`config.mk`:
```
export PLATFORM = sky130hd
export DESIGN_NAME = brfa_cell
export DESIGN_NICKNAME = d
export VERILOG_FILES = /design/src/rtl/core/brfa_pkg.sv /design/src/rtl/core/brfa_cell.sv
export SDC_FILE = /design/constraint.sdc
export NUM_CORES = 1
export LEC_CHECK = 0
export BUFFER_PORTS_ARGS = -buffer_cell sky130_fd_sc_hd__buf_2
export CAP_MARGIN = 10
export CELL_PAD_IN_SITES_DETAIL_PLACEMENT = 2
export CELL_PAD_IN_SITES_GLOBAL_PLACEMENT = 2
export CORE_MARGIN = 3
export CORE_UTILIZATION = 24
export CTS_BUF_LIST = sky130_fd_sc_hd__clkbuf_4
export CTS_CLUSTER_DIAMETER = 100
export DETAILED_ROUTE_END_ITERATION = 16
export PLACE_DENSITY_LB_ADDON = 0.1
export SLEW_MARGIN = 0
export SYNTH_ARGS = -nofsm -noshare
export SYNTH_HDL_FRONTEND = slang
export SYNTH_SLANG_ARGS = --single-unit
```
`constraint.sdc`:
```
create_clock -name clk_i -period 0.8 [get_ports clk_i]
set_input_delay 0.12 -clock clk_i [delete_from_list [all_inputs] [get_ports clk_i]]
set_output_delay 0.12 -clock clk_i [all_outputs]
set_load 0.01 [all_outputs]
```
`src/rtl/core/brfa_pkg.sv`:
```
package brfa_pkg;

  localparam int unsigned WordW = 32;

  typedef logic [WordW-1:0] word_t;

  // One table entry: a free range [start, start + len).
  typedef struct packed {
    logic  valid;
    word_t start;
    word_t len;
  } entry_t;

  typedef enum logic {
    OP_ALLOC = 1'b0,
    OP_FREE  = 1'b1
  } op_e;

  typedef enum logic [1:0] {
    ST_OK    = 2'd0,
    ST_NOFIT = 2'd1,
    ST_FULL  = 2'd2,
    ST_ZERO  = 2'd3
  } status_e;

  typedef enum logic [4:0] {
    S_IDLE   = 5'b00001,
    S_SCAN   = 5'b00010,
    S_DECIDE = 5'b00100,
    S_UPDATE = 5'b01000,
    S_RESP   = 5'b10000
  } state_e;

endpackage

```
`src/rtl/core/brfa_cell.sv`:
```
// One table entry. Entries shift toward cell zero as a circular row.
module brfa_cell (
  input  logic              clk_i,
  input  logic              rst_ni,
  input  logic              shift_i,
  input  brfa_pkg::entry_t  entry_i,
  input  logic              load_i,
  input  brfa_pkg::entry_t  load_entry_i,
  output brfa_pkg::entry_t  entry_o
);

  logic            valid_q;
  brfa_pkg::word_t start_q;
  brfa_pkg::word_t len_q;

  always_ff @(posedge clk_i or negedge rst_ni) begin
    if (!rst_ni) begin
      valid_q <= 1'b0;
    end else if (load_i) begin
      valid_q <= load_entry_i.valid;
    end else if (shift_i) begin
      valid_q <= entry_i.valid;
    end
  end

  always_ff @(posedge clk_i) begin
    if (load_i) begin
      start_q <= load_entry_i.start;
      len_q   <= load_entry_i.len;
    end else if (shift_i) begin
      start_q <= entry_i.start;
      len_q   <= entry_i.len;
    end
  end

  assign entry_o = '{valid: valid_q, start: start_q, len: len_q};

endmodule

```
# After elaboration in Yosys (flattened, before gate mapping)
# Index checks and enable logic that the tools add are counted.
[word_totals] ff_bits=65 latch_bits=0 ram_bits=0 mem_bits_ro=0 input_bits=134 out_inout_bits=65 elab_cells=10 n_memories=0
[op_classes] n_addsub=0 multipliers=0 div_mod_pow=0 n_lt_le_gt_ge=0 eq_ne=0 shift=0 n_mux=6 n_bitwise=0 reduce_logical=1
[op_table] op="32-bit two-way mux" count=4
[op_table] op="1-bit two-way mux" count=2
[op_table] op="2-bit nonzero test" count=1

# Depth between registers and ports, before layout
# Gate-level depths: netlist of run 1.
[depth] depth_word=2 mapped_depth=4 ltp_nobuf=2

# Least setup slack after synthesis of run 1
# Ideal clock, no wire load.
[synth_timing] path_kind="input port to flip-flop" from="input load_i" to="register len_q[0], enable pin" t_arrival_ns=1.221 required_time_ns=0.406 setup_slack_ns=-0.815 stages=3 n_path_buf=2 cell_sequence="buf_6 > buf_6 > or2_2"
[synth_via] elab_chain_cells=1
[synth_lines] element="start: declaration" line="brfa_cell.sv:7" rtl="input logic load_i,"
[synth_lines] element="2-bit nonzero test (no source line)"
[synth_lines] element="end signal: assignment" line="brfa_cell.sv:29" rtl="len_q <= load_entry_i.len;"
[synth_lines] element="end signal: assignment" line="brfa_cell.sv:32" rtl="len_q <= entry_i.len;"
[synth_lines] element="end: declaration" line="brfa_cell.sv:14" rtl="brfa_pkg::word_t len_q;"
# Every way passes these cells.
# A chain may end at the register's enable or synchronous reset.

# Worst setup path after layout of run 1
[layout_timing] from="register len_q[28]" to="output entry_o[28] (netlist name)"
[layout_rtl] element="end: declaration" line="brfa_cell.sv:9" rtl="output brfa_pkg::entry_t entry_o"
# No word-level cell between the ends.

==> results.md, run 1 <==
- Required @ worst endpoint: 0.68 ns
- DR WL/cell: 16.8 microns
- Post-Syn Area: 2840 sq um
- Final Cycle Share: 1.35
- Post-synth EDFFs: 64
- Static Leak: 1.98 nW
- TritonCTS clock tree: yes
- Drc violations: 0
- Gr ovfl total: 0
- Post-Syn Nets: 275
- Finished Cell Area: 4310 sq um
- Hold WS: -0.00513 ns
- Crit path launch type: flip-flop
- Number of global-route vias before repair: 2372
- Setup CP Type: flip-flop to output pin
- CTS Buf Count: 9
- Achievable frequency: 929 MHz
- Core area: 11500 sq um
- Synth cell count leaders: edfxtp_1, mux2_2, mux2_4
- Area after DPL: 4130 sq um
- Synth async-reset ratio: 0.0154
- Largest net degree at the start of global routing: 30
- Fin crit period: 1.08 ns
- First-pass GRT wire length: 12500 microns
- Routed Antenna Nets: 0
- Clock Skew: 0 ns
- Seq/Total Area, Yosys: 0.687
- CP peak stage delay: 0.42 ns
- Outcome: finished, violations left
- CTS Hold Bufs: 3
- Drt first pass iters: 4
- Crit path cell chain: buf_6
- Final nets: 490
- Layout area overhead: 52.0%
- Setup Viol. Count Final: 65
- Final non-filler cell total: 504
- Final Hold Fails: 2
- Synth top area share: 0.678
- CP max FO: 1
- Initial Utilization: 0.247
- Clk buf depth: 2
- Final wirelength: 8490 microns
- Failing checks: hold timing, setup timing
- CTS Root Buffer Type: clkbuf_4
- RSZ-0062 raised after global routing: true
- Port-buffer cells: 198
- Clock transition at path regs: 0.11 ns
- Reg2reg setup slack: 0.06 ns
- Pwr/cell area: 1850 nW/um^2
- Cell family with most CP delay: flip-flops
- Ys Warns: 0
- Max-slew headroom: 0.872
- Slew Limit Fails: 0
- CTS Sinks: 65
- Mapped Cells: 141
- Final Wtd Congestion: 0.709
- I/O pin cnt: 199
- Most instantiated library cell after synthesis: edfxtp_1
- Die area: 13200 sq um
- GRT Util Overall: 0.127
- Synth top area cells: edfxtp_1, mux2_2, mux2_4, mux2_1, buf_6
- Vias per cell: 4.14
- CP Capture Type: output pin
- Share of layout cells above drive strength 1: 0.776
- Clk_lat worst skew: 0.39 ns
- Post-route core utilization: 0.376
- Site Rows: 39
- Diode count: 0
- Via count: 2089
- DP HPWL: 7100 microns
- CP arrival: 0.96 ns
- Die W: 115 microns
- Final worst slack: -0.276 ns
- Critical path's slowest cell: edfxtp_1
- Max_cap viols: 0
- Dominant synthesized flop cell: edfxtp_1
- Worst ir drop on vdd: 0.684 mV
- Setup_tns: -15.27 ns
- Drt initial violations: 76
- Distinct cells, synth: 12
- Initial antenna violation count: 0
- Worst Tran Pin Value: 0.192 ns
- Power, Total: 7.96 mW
- FILL cells: 1215
- Htree depth: 3
- Buf/Inv on CP: 1
- Cell taking the most area after synthesis: edfxtp_1
- Die Y: 115 microns
- Worst min path class: input port to flip-flop
- Avg Cell Area, Syn: 20.1 sq um
- Pre-CTS setup slack: -0.349 ns
- Yosys reg bits: 65
- Post CTS Setup Buffer Count: 0
- Inst Count DP: 485
layout make-up:
class | instances | area (sq um) | share of cell area
Sequential cell | 65 | 1950 | 0.452
Timing Repair Buffer | 212 | 1230 | 0.286
Multi-Input combinational cell | 68 | 823 | 0.191
Tap cell | 143 | 179 | 0.0415
Clock buffer | 11 | 82.6 | 0.0192
Clock inverter | 5 | 46.3 | 0.0107
kinds of logic (layout without fill, tap and decap cells):
| logic type | count (synthesis) | after routing | share of synthesized area |
|---|---|---|---|
| multiplexers | 65 | 65 | 0.284 |
| buffers and inverters | 8 | 228 | 0.0238 |
| AND/OR/NAND/NOR | 2 | 2 | 0.00353 |
| AO/OA/AOI/OAI | 1 | 1 | 0.00176 |
| flip-flops | 65 | 65 | 0.687 |
worst paths after layout:
path                                     start                    end  depth (start not counted)
setup / recovery           len_q[28]$_DFFE_PP_            entry_o[28]                          1
hold / removal                     entry_i[60]  start_q[28]$_DFFE_PP_                          2
setup reg to reg           valid_q$_DFFE_PN0P_    valid_q$_DFFE_PN0P_                          2
hold reg to reg            valid_q$_DFFE_PN0P_    valid_q$_DFFE_PN0P_                          2
max in group asynchronous               rst_ni    valid_q$_DFFE_PN0P_                          3
min in group asynchronous               rst_ni    valid_q$_DFFE_PN0P_                          3
cells in the final DEF (no fill, tap or decap):
| cell type | count |
|---|---|
| buf_2 | 193 |
| bufinv_16 | 1 |
| buf_4 | 4 |
| buf_12 | 8 |
| mux2_1 | 7 |
| dfrtp_1 | 1 |
| clkbuf_4 | 11 |
| buf_6 | 4 |
| clkinv_1 | 3 |
| nand2_1 | 1 |
| dlygate4sd3_1 | 3 |
| mux2i_1 | 1 |
| o21ai_0 | 1 |
| clkinv_2 | 1 |
| mux2_2 | 37 |
| or2_4 | 1 |
| edfxtp_1 | 64 |
| mux2_4 | 20 |
layer usage:
layer  share of wire  GRT usage
met5               0          0
met4           0.013     0.0352
met3            0.12     0.0629
met2            0.53      0.226
met1            0.34      0.131
sequential cells by signal (all words and copies together), names as in the netlist:
name / flops
len_q: 32
start_q: 32
valid_q: 1
power breakdown:
part	internal, mW	switching, mW
Combinational	0.857	0.677
Clock	0.992	1.17
Sequential	4.17	0.0957
what timing repair did:
action / CTS / global route
hold endpoints to repair: 53 / 33
endpoints found under the setup margin: 65 / 65
gates resized for setup: 1 / 3
No activity file was read; power rests on OpenSTA's default activity.
==> run 2: changes to the inputs <==
--- a/config.mk
+++ b/config.mk
@@ -14,7 +14,7 @@
 export CTS_BUF_LIST = sky130_fd_sc_hd__clkbuf_4
 export CTS_CLUSTER_DIAMETER = 100
 export DETAILED_ROUTE_END_ITERATION = 16
-export PLACE_DENSITY_LB_ADDON = 0.1
+export PLACE_DENSITY = 0.83
 export SLEW_MARGIN = 0
 export SYNTH_ARGS = -nofsm -noshare
 export SYNTH_HDL_FRONTEND = slang
==> run 2 against run 1 <==
Via count is 0.72% lower. Worst setup slack worse by 0.0062 ns. Highest routed layer unchanged. Largest power group unchanged. The flow finishes with violations (setup timing). Utilization fell by 0.53 points.
==> results.md, run 2 (synthesized netlist as in run 1, its figures left out) <==
- Outcome: finished, violations left
- Failing checks: setup timing
- Setup Viol. Count Final: 67 (+3.1%)
- Final Wtd Congestion: 0.730 (+3.0%)
- Initial antenna violation count: 0 (unchanged)
- Initial Utilization: 0.247 (unchanged)
- Worst ir drop on vdd: 0.661 mV (-3.4%)
- Clk_lat worst skew: 0.38 ns (about the same)
- Core area: 11500 sq um (unchanged)
- Die Y: 115 microns (unchanged)
- Clock transition at path regs: 0.10 ns (about the same)
- Final nets: 489 (-0.20%)
- Die area: 13200 sq um (unchanged)
- Static Leak: 1.95 nW (-1.4%)
- Number of global-route vias before repair: 2260 (-4.7%)
- Gr ovfl total: 0 (unchanged)
- Final worst slack: -0.282 ns (-0.00621 ns)
- Required @ worst endpoint: 0.68 ns (about the same)
- Diode count: 0 (unchanged)
- Finished Cell Area: 4250 sq um (-1.4%)
- CP arrival: 0.96 ns (about the same)
- GRT Util Overall: 0.125 (-0.00160)
- Layout area overhead: 49.8%
- Htree depth: 3 (unchanged)
- First-pass GRT wire length: 12200 microns (-1.7%)
- CTS Root Buffer Type: clkbuf_4
- Pwr/cell area: 1840 nW/um^2 (-0.50%)
- Max-slew headroom: 0.869 (-0.00340)
- CTS Sinks: 65 (unchanged)
- CTS Buf Count: 9 (unchanged)
- RSZ-0062 raised after global routing: true
- Hold WS: 0.0146 ns (+0.0197 ns)
- Cell family with most CP delay: flip-flops
- Die W: 115 microns (unchanged)
- Area after DPL: 4070 sq um (-1.5%)
- Max_cap viols: 0 (unchanged)
- CP peak stage delay: 0.41 ns (about the same)
- Vias per cell: 4.13 (-0.32%)
- Setup CP Type: flip-flop to output pin
- Storage cell area: 1950 sq um (unchanged)
- Achievable frequency: 924 MHz (-0.57%)
- DR WL/cell: 16.7 microns (-0.91%)
- Drt initial violations: 46 (-39%)
- Via count: 2074 (-0.72%)
- Clock Skew: 0 ns (unchanged)
- Crit path cell chain: buf_2
- Drc violations: 0 (unchanged)
- Most frequent cells in the layout: buf_2, edfxtp_1, mux2_2
- Share of layout cells above drive strength 1: 0.774 (-0.00125)
- Worst min path class: input port to flip-flop
- Final wirelength: 8380 microns (-1.3%)
- Commonest non-fill, non-tap cell in the layout: buf_2
- Crit path launch type: flip-flop
- Biggest registers after layout: len_q x32, start_q x32, valid_q x1
- CP Capture Type: output pin
- Drt first pass iters: 4 (unchanged)
- Critical path's slowest cell: edfxtp_1
- Site Rows: 39 (unchanged)
- Port-buffer cells: 198 (unchanged)
- Pre-CTS setup slack: -0.347 ns (+0.00242 ns)
- DP HPWL: 6830 microns (-3.8%)
- I/O pin cnt: 199 (unchanged)
- Largest net degree at the start of global routing: 32 (+6.7%)
- Final Hold Fails: 0 (-2)
- Routed Antenna Nets: 0 (unchanged)
- FILL cells: 1203 (-0.99%)
- Fin crit period: 1.08 ns (+0.00621 ns)
- Worst Tran Pin Value: 0.197 ns (+0.00510 ns)
- Buf/Inv on CP: 1 (unchanged)
- TritonCTS clock tree: yes
- CP max FO: 1 (unchanged)
- Final Cycle Share: 1.35 (+0.00776)
- Clk buf depth: 2 (unchanged)
- Post-route core utilization: 0.370 (-0.00535)
- Area of the multi-input gates: 823 sq um (unchanged)
- Slew Limit Fails: 0 (unchanged)
-- run 2: cell count changes in the layout (fill, tap and decap cells not counted), sizes merged --
cell / before / now
buf: 209 / 207
clkbuf: 11 / 10
dlygate4sd3: 3 / 4
-- run 2: worst paths after layout --
| kind | startpoint | slack (ns) | endpoint | cells after the start |
|---|---|---|---|---|
| max in group asynchronous | rst_ni | 0.14 | valid_q$_DFFE_PN0P_ | 3 |
| setup / recovery | start_q[26]$_DFFE_PP_ | -0.28 | entry_o[58] | 1 |
| setup reg to reg | valid_q$_DFFE_PN0P_ | -0.05 | valid_q$_DFFE_PN0P_ | 3 |
| hold / removal | entry_i[56] | 0.01 | start_q[24]$_DFFE_PP_ | 2 |
| hold reg to reg | valid_q$_DFFE_PN0P_ | 0.70 | valid_q$_DFFE_PN0P_ | 3 |
| min in group asynchronous | rst_ni | 0.56 | valid_q$_DFFE_PN0P_ | 3 |
-- run 2: area by class of cell --
cell class	count	share of cell area
flip-flops and latches	65	0.458
repair buffers	211	0.277
multi-input cells	68	0.194
well taps	143	0.0421
clock buffers	10	0.0177
clock inverters	5	0.0112
-- run 2: layer usage --
metal  global-route usage  vias to the layer above  share of wire  wire length [microns]
met5                    0                        -              0                      0
met4               0.0540                        0          0.014                    120
met3               0.0386                       10           0.10                    841
met2                0.232                      119           0.54                   4550
met1                0.128                      966           0.34                   2870
li1                     -                      979              -                      -
-- run 2: through the flow --
| step | total power [mW] | setup TNS [ns] | cells |
|---|---|---|---|
| 3_5_place_dp | 5.86 | -38.97 | 482 |
| 3_3_place_gp | 5.80 | -37.22 | 482 |
| 5_1_grt | 8.25 | -20.32 | 502 |
| 2_1_floorplan | 5.02 | -33.28 | 141 |
| 4_1_cts | 7.98 | -18.79 | 500 |
| 6_report | 7.81 | -14.83 | 502 |
-- run 2: power by group --
group	leakage [nW]	switching, mW	internal (mW)
Clock	0.0711	1.09	0.943
Combinational	1.22	0.690	0.827
Sequential	0.664	0.0916	4.17
-- run 2: timing repair --
| item | 4_1_cts | 5_1_grt |
|---|---|---|
| gates resized for setup | 0 | 4 |
| hold buffers | 3 | 1 |
| setup buffers | 0 | 1 |
| endpoints found under the setup margin | 65 | 66 |
| endpoints found under the hold margin | 59 | 45 |
==> run 3: changes to the inputs <==
--- a/config.mk
+++ b/config.mk
@@ -14,6 +14,7 @@
 export CTS_BUF_LIST = sky130_fd_sc_hd__clkbuf_4
 export CTS_CLUSTER_DIAMETER = 100
 export DETAILED_ROUTE_END_ITERATION = 16
+export GPL_TIMING_DRIVEN = 0
 export PLACE_DENSITY = 0.83
 export SLEW_MARGIN = 0
 export SYNTH_ARGS = -nofsm -noshare
==> run 3 against run 2 <==
The run still ends with setup timing left. Register-to-register slack worse by 0.05 ns. Critical path depth up 1. Combinational power about the same. First-iteration DRC count is 11% lower. Non-clock buffer count grew 5. Worst setup slack worse by 0.064 ns. Total power grew 1.5%. Via count grew 3.0%. Critical endpoint is now entry_o[64]. Largest cell class unchanged. Highest routed layer unchanged.
==> results.md, run 3 (synthesized netlist as in run 1, its figures left out) <==
- Outcome: finished, violations left
- Failing checks: setup timing
- CTS Buf Count: 9 (unchanged)
- CP max FO: 2 (+1)
- CP arrival: 1.03 ns (+0.07 ns)
- Initial Utilization: 0.247 (unchanged)
- DP HPWL: 6520 microns (-4.5%)
- Clk buf depth: 2 (unchanged)
- Power, Total: 7.92 mW (+1.5%)
- Site Rows: 39 (unchanged)
- Initial antenna violation count: 0 (unchanged)
- TritonCTS clock tree: yes
- Die area: 13200 sq um (unchanged)
- Share of layout cells above drive strength 1: 0.763 (-0.0114)
- CTS Root Buffer Type: clkbuf_4
- RSZ-0062 raised after global routing: true
- Slew Limit Fails: 0 (unchanged)
- Critical path's slowest cell: dfrtp_1
- Met2 Use GR: 0.226 (-0.00621)
- Final wirelength: 8540 microns (+1.9%)
- Diode count: 0 (unchanged)
- Crit path launch type: flip-flop
- Drc violations: 0 (unchanged)
- Crit path to: entry_o[64]
- Required @ worst endpoint: 0.68 ns (about the same)
- Reg2reg setup slack: -0.10 ns (-0.05 ns)
- Biggest registers after layout: len_q x32, start_q x32, valid_q x1
- Met1 usage: 0.134 (+0.00652)
- Largest net degree at the start of global routing: 33 (+3.1%)
- Static Leak: 1.98 nW (+1.3%)
- Achievable frequency: 873 MHz (-5.6%)
- Origin of the critical flop-to-flop path: valid_q$_DFFE_PN0P_
- Gr busiest metal: met2
- Worst min path class: input port to flip-flop
- Final worst slack: -0.346 ns (-0.0636 ns)
- Worst r2r dst: valid_q$_DFFE_PN0P_
- Drt initial violations: 41 (-11%)
- Commonest non-fill, non-tap cell in the layout: buf_2
- Setup_tns: -15.68 ns (-0.852 ns)
- DR WL/cell: 16.7 microns (+0.28%)
- Most frequent cells in the layout: buf_2, edfxtp_1, mux2_2
- Number of global-route vias before repair: 2363 (+4.6%)
- FILL cells: 1191 (-1.0%)
- Post-route core utilization: 0.378 (+0.00709)
- Clock Skew: 0 ns (unchanged)
- Die Y: 115 microns (unchanged)
- CP Capture Type: output pin
- Worst ir drop on vdd: 0.607 mV (-8.2%)
- Drt first pass iters: 4 (unchanged)
- CP most frequent cell: buf_6
- Htree depth: 3 (unchanged)
- Fin crit period: 1.15 ns (+0.0636 ns)
- Max_cap viols: 0 (unchanged)
- Max-slew headroom: 0.696 (-0.173)
- Final nets: 496 (+1.4%)
- Clk_lat worst skew: 0.39 ns (about the same)
- First-pass GRT wire length: 12600 microns (+3.2%)
- Layout area overhead: 52.7%
- Clock transition at path regs: 0.10 ns (about the same)
- CTS Sinks: 65 (unchanged)
- Via count: 2137 (+3.0%)
- Pwr/cell area: 1830 nW/um^2 (-0.38%)
- Pre-CTS setup slack: -0.754 ns (-0.407 ns)
- Vias per cell: 4.19 (+1.4%)
- GRT Util Overall: 0.128 (+0.00340)
- Final Hold Fails: 0 (unchanged)
- I/O pin cnt: 199 (unchanged)
- Routed Antenna Nets: 0 (unchanged)
- Gr ovfl total: 0 (unchanged)
- Final Cycle Share: 1.43 (+0.0795)
- Crit path cell chain: buf_6 > buf_6
- Core area: 11500 sq um (unchanged)
- CP peak stage delay: 0.41 ns (about the same)
- Setup CP Type: flip-flop to output pin
- Register-to-Register Path Depth: 3 (unchanged)
- Crit. Startpoint: valid_q$_DFFE_PN0P_
- Die W: 115 microns (unchanged)
- Port-buffer cells: 197 (-0.51%)
- Setup Viol. Count Final: 72 (+7.5%)
- M3 GR Usage: 0.0486 (+0.0100)
- Final Wtd Congestion: 0.734 (+0.47%)
- Worst Tran Pin Value: 0.456 ns (+0.260 ns)
## run 3: stage by stage
stage,std cells,cell area (sq um),hold WS (ns)
2_1_floorplan,141,2880,-0.176
3_3_place_gp,481,4050,-0.104
3_5_place_dp,481,4050,-0.0995
4_1_cts,502,4230,-0.0370
5_1_grt,510,4330,-0.0425
6_report,510,4330,0.00806
## run 3: how the worst min path moves through the flow
stage,start,endpoint,slack [ns],cells past startpoint
2_1_floorplan,rst_ni,valid_q$_DFFE_PN0P_,-0.18,0
3_3_place_gp,rst_ni,valid_q$_DFFE_PN0P_,-0.10,1
3_5_place_dp,rst_ni,valid_q$_DFFE_PN0P_,-0.1,1
4_1_cts,entry_i[54],start_q[22]$_DFFE_PP_,-0.04,2
5_1_grt,load_entry_i[56],start_q[24]$_DFFE_PP_,-0.04,2
6_report,entry_i[54],start_q[22]$_DFFE_PP_,0.008,2
## run 3: power breakdown
part	switching, mW	total (mW)	internal, mW	leakage (nW)
combinational	0.681	1.54	0.860	1.24
sequential	0.0941	4.26	4.17	0.664
clock	1.13	2.12	0.991	0.0734
## run 3: worst max-delay path: cells and delay by family, from the launching register on
kind | cells | cell delay [ns]
buffers and inverters | 2 | 0.23
flip-flops | 1 | 0.41
## run 3: cell type report
type	count	area, sq um	area share
clock inverters	5	46.3	0.0107
flip-flops and latches	65	1950	0.450
well taps	143	179	0.0413
repair buffers	208	1120	0.258
clock buffers	11	82.6	0.0191
plain buffers	8	114	0.0263
multi-input cells	70	842	0.195
## run 3: repair_timing
item	CTS	global route
endpoints found under the hold margin	61	60
pin swaps	1	0
setup buffers	1	0
hold buffers	3	7
setup endpoints to repair	129	68
cloned	1	1
resized for setup	4	4
## run 3: routing by layer
layer / vias to the layer above / share of wire
met5: - / 0
met2: 127 / 0.53
met1: 1001 / 0.34
met4: 0 / 0.017
met3: 12 / 0.11
li1: 997 / -
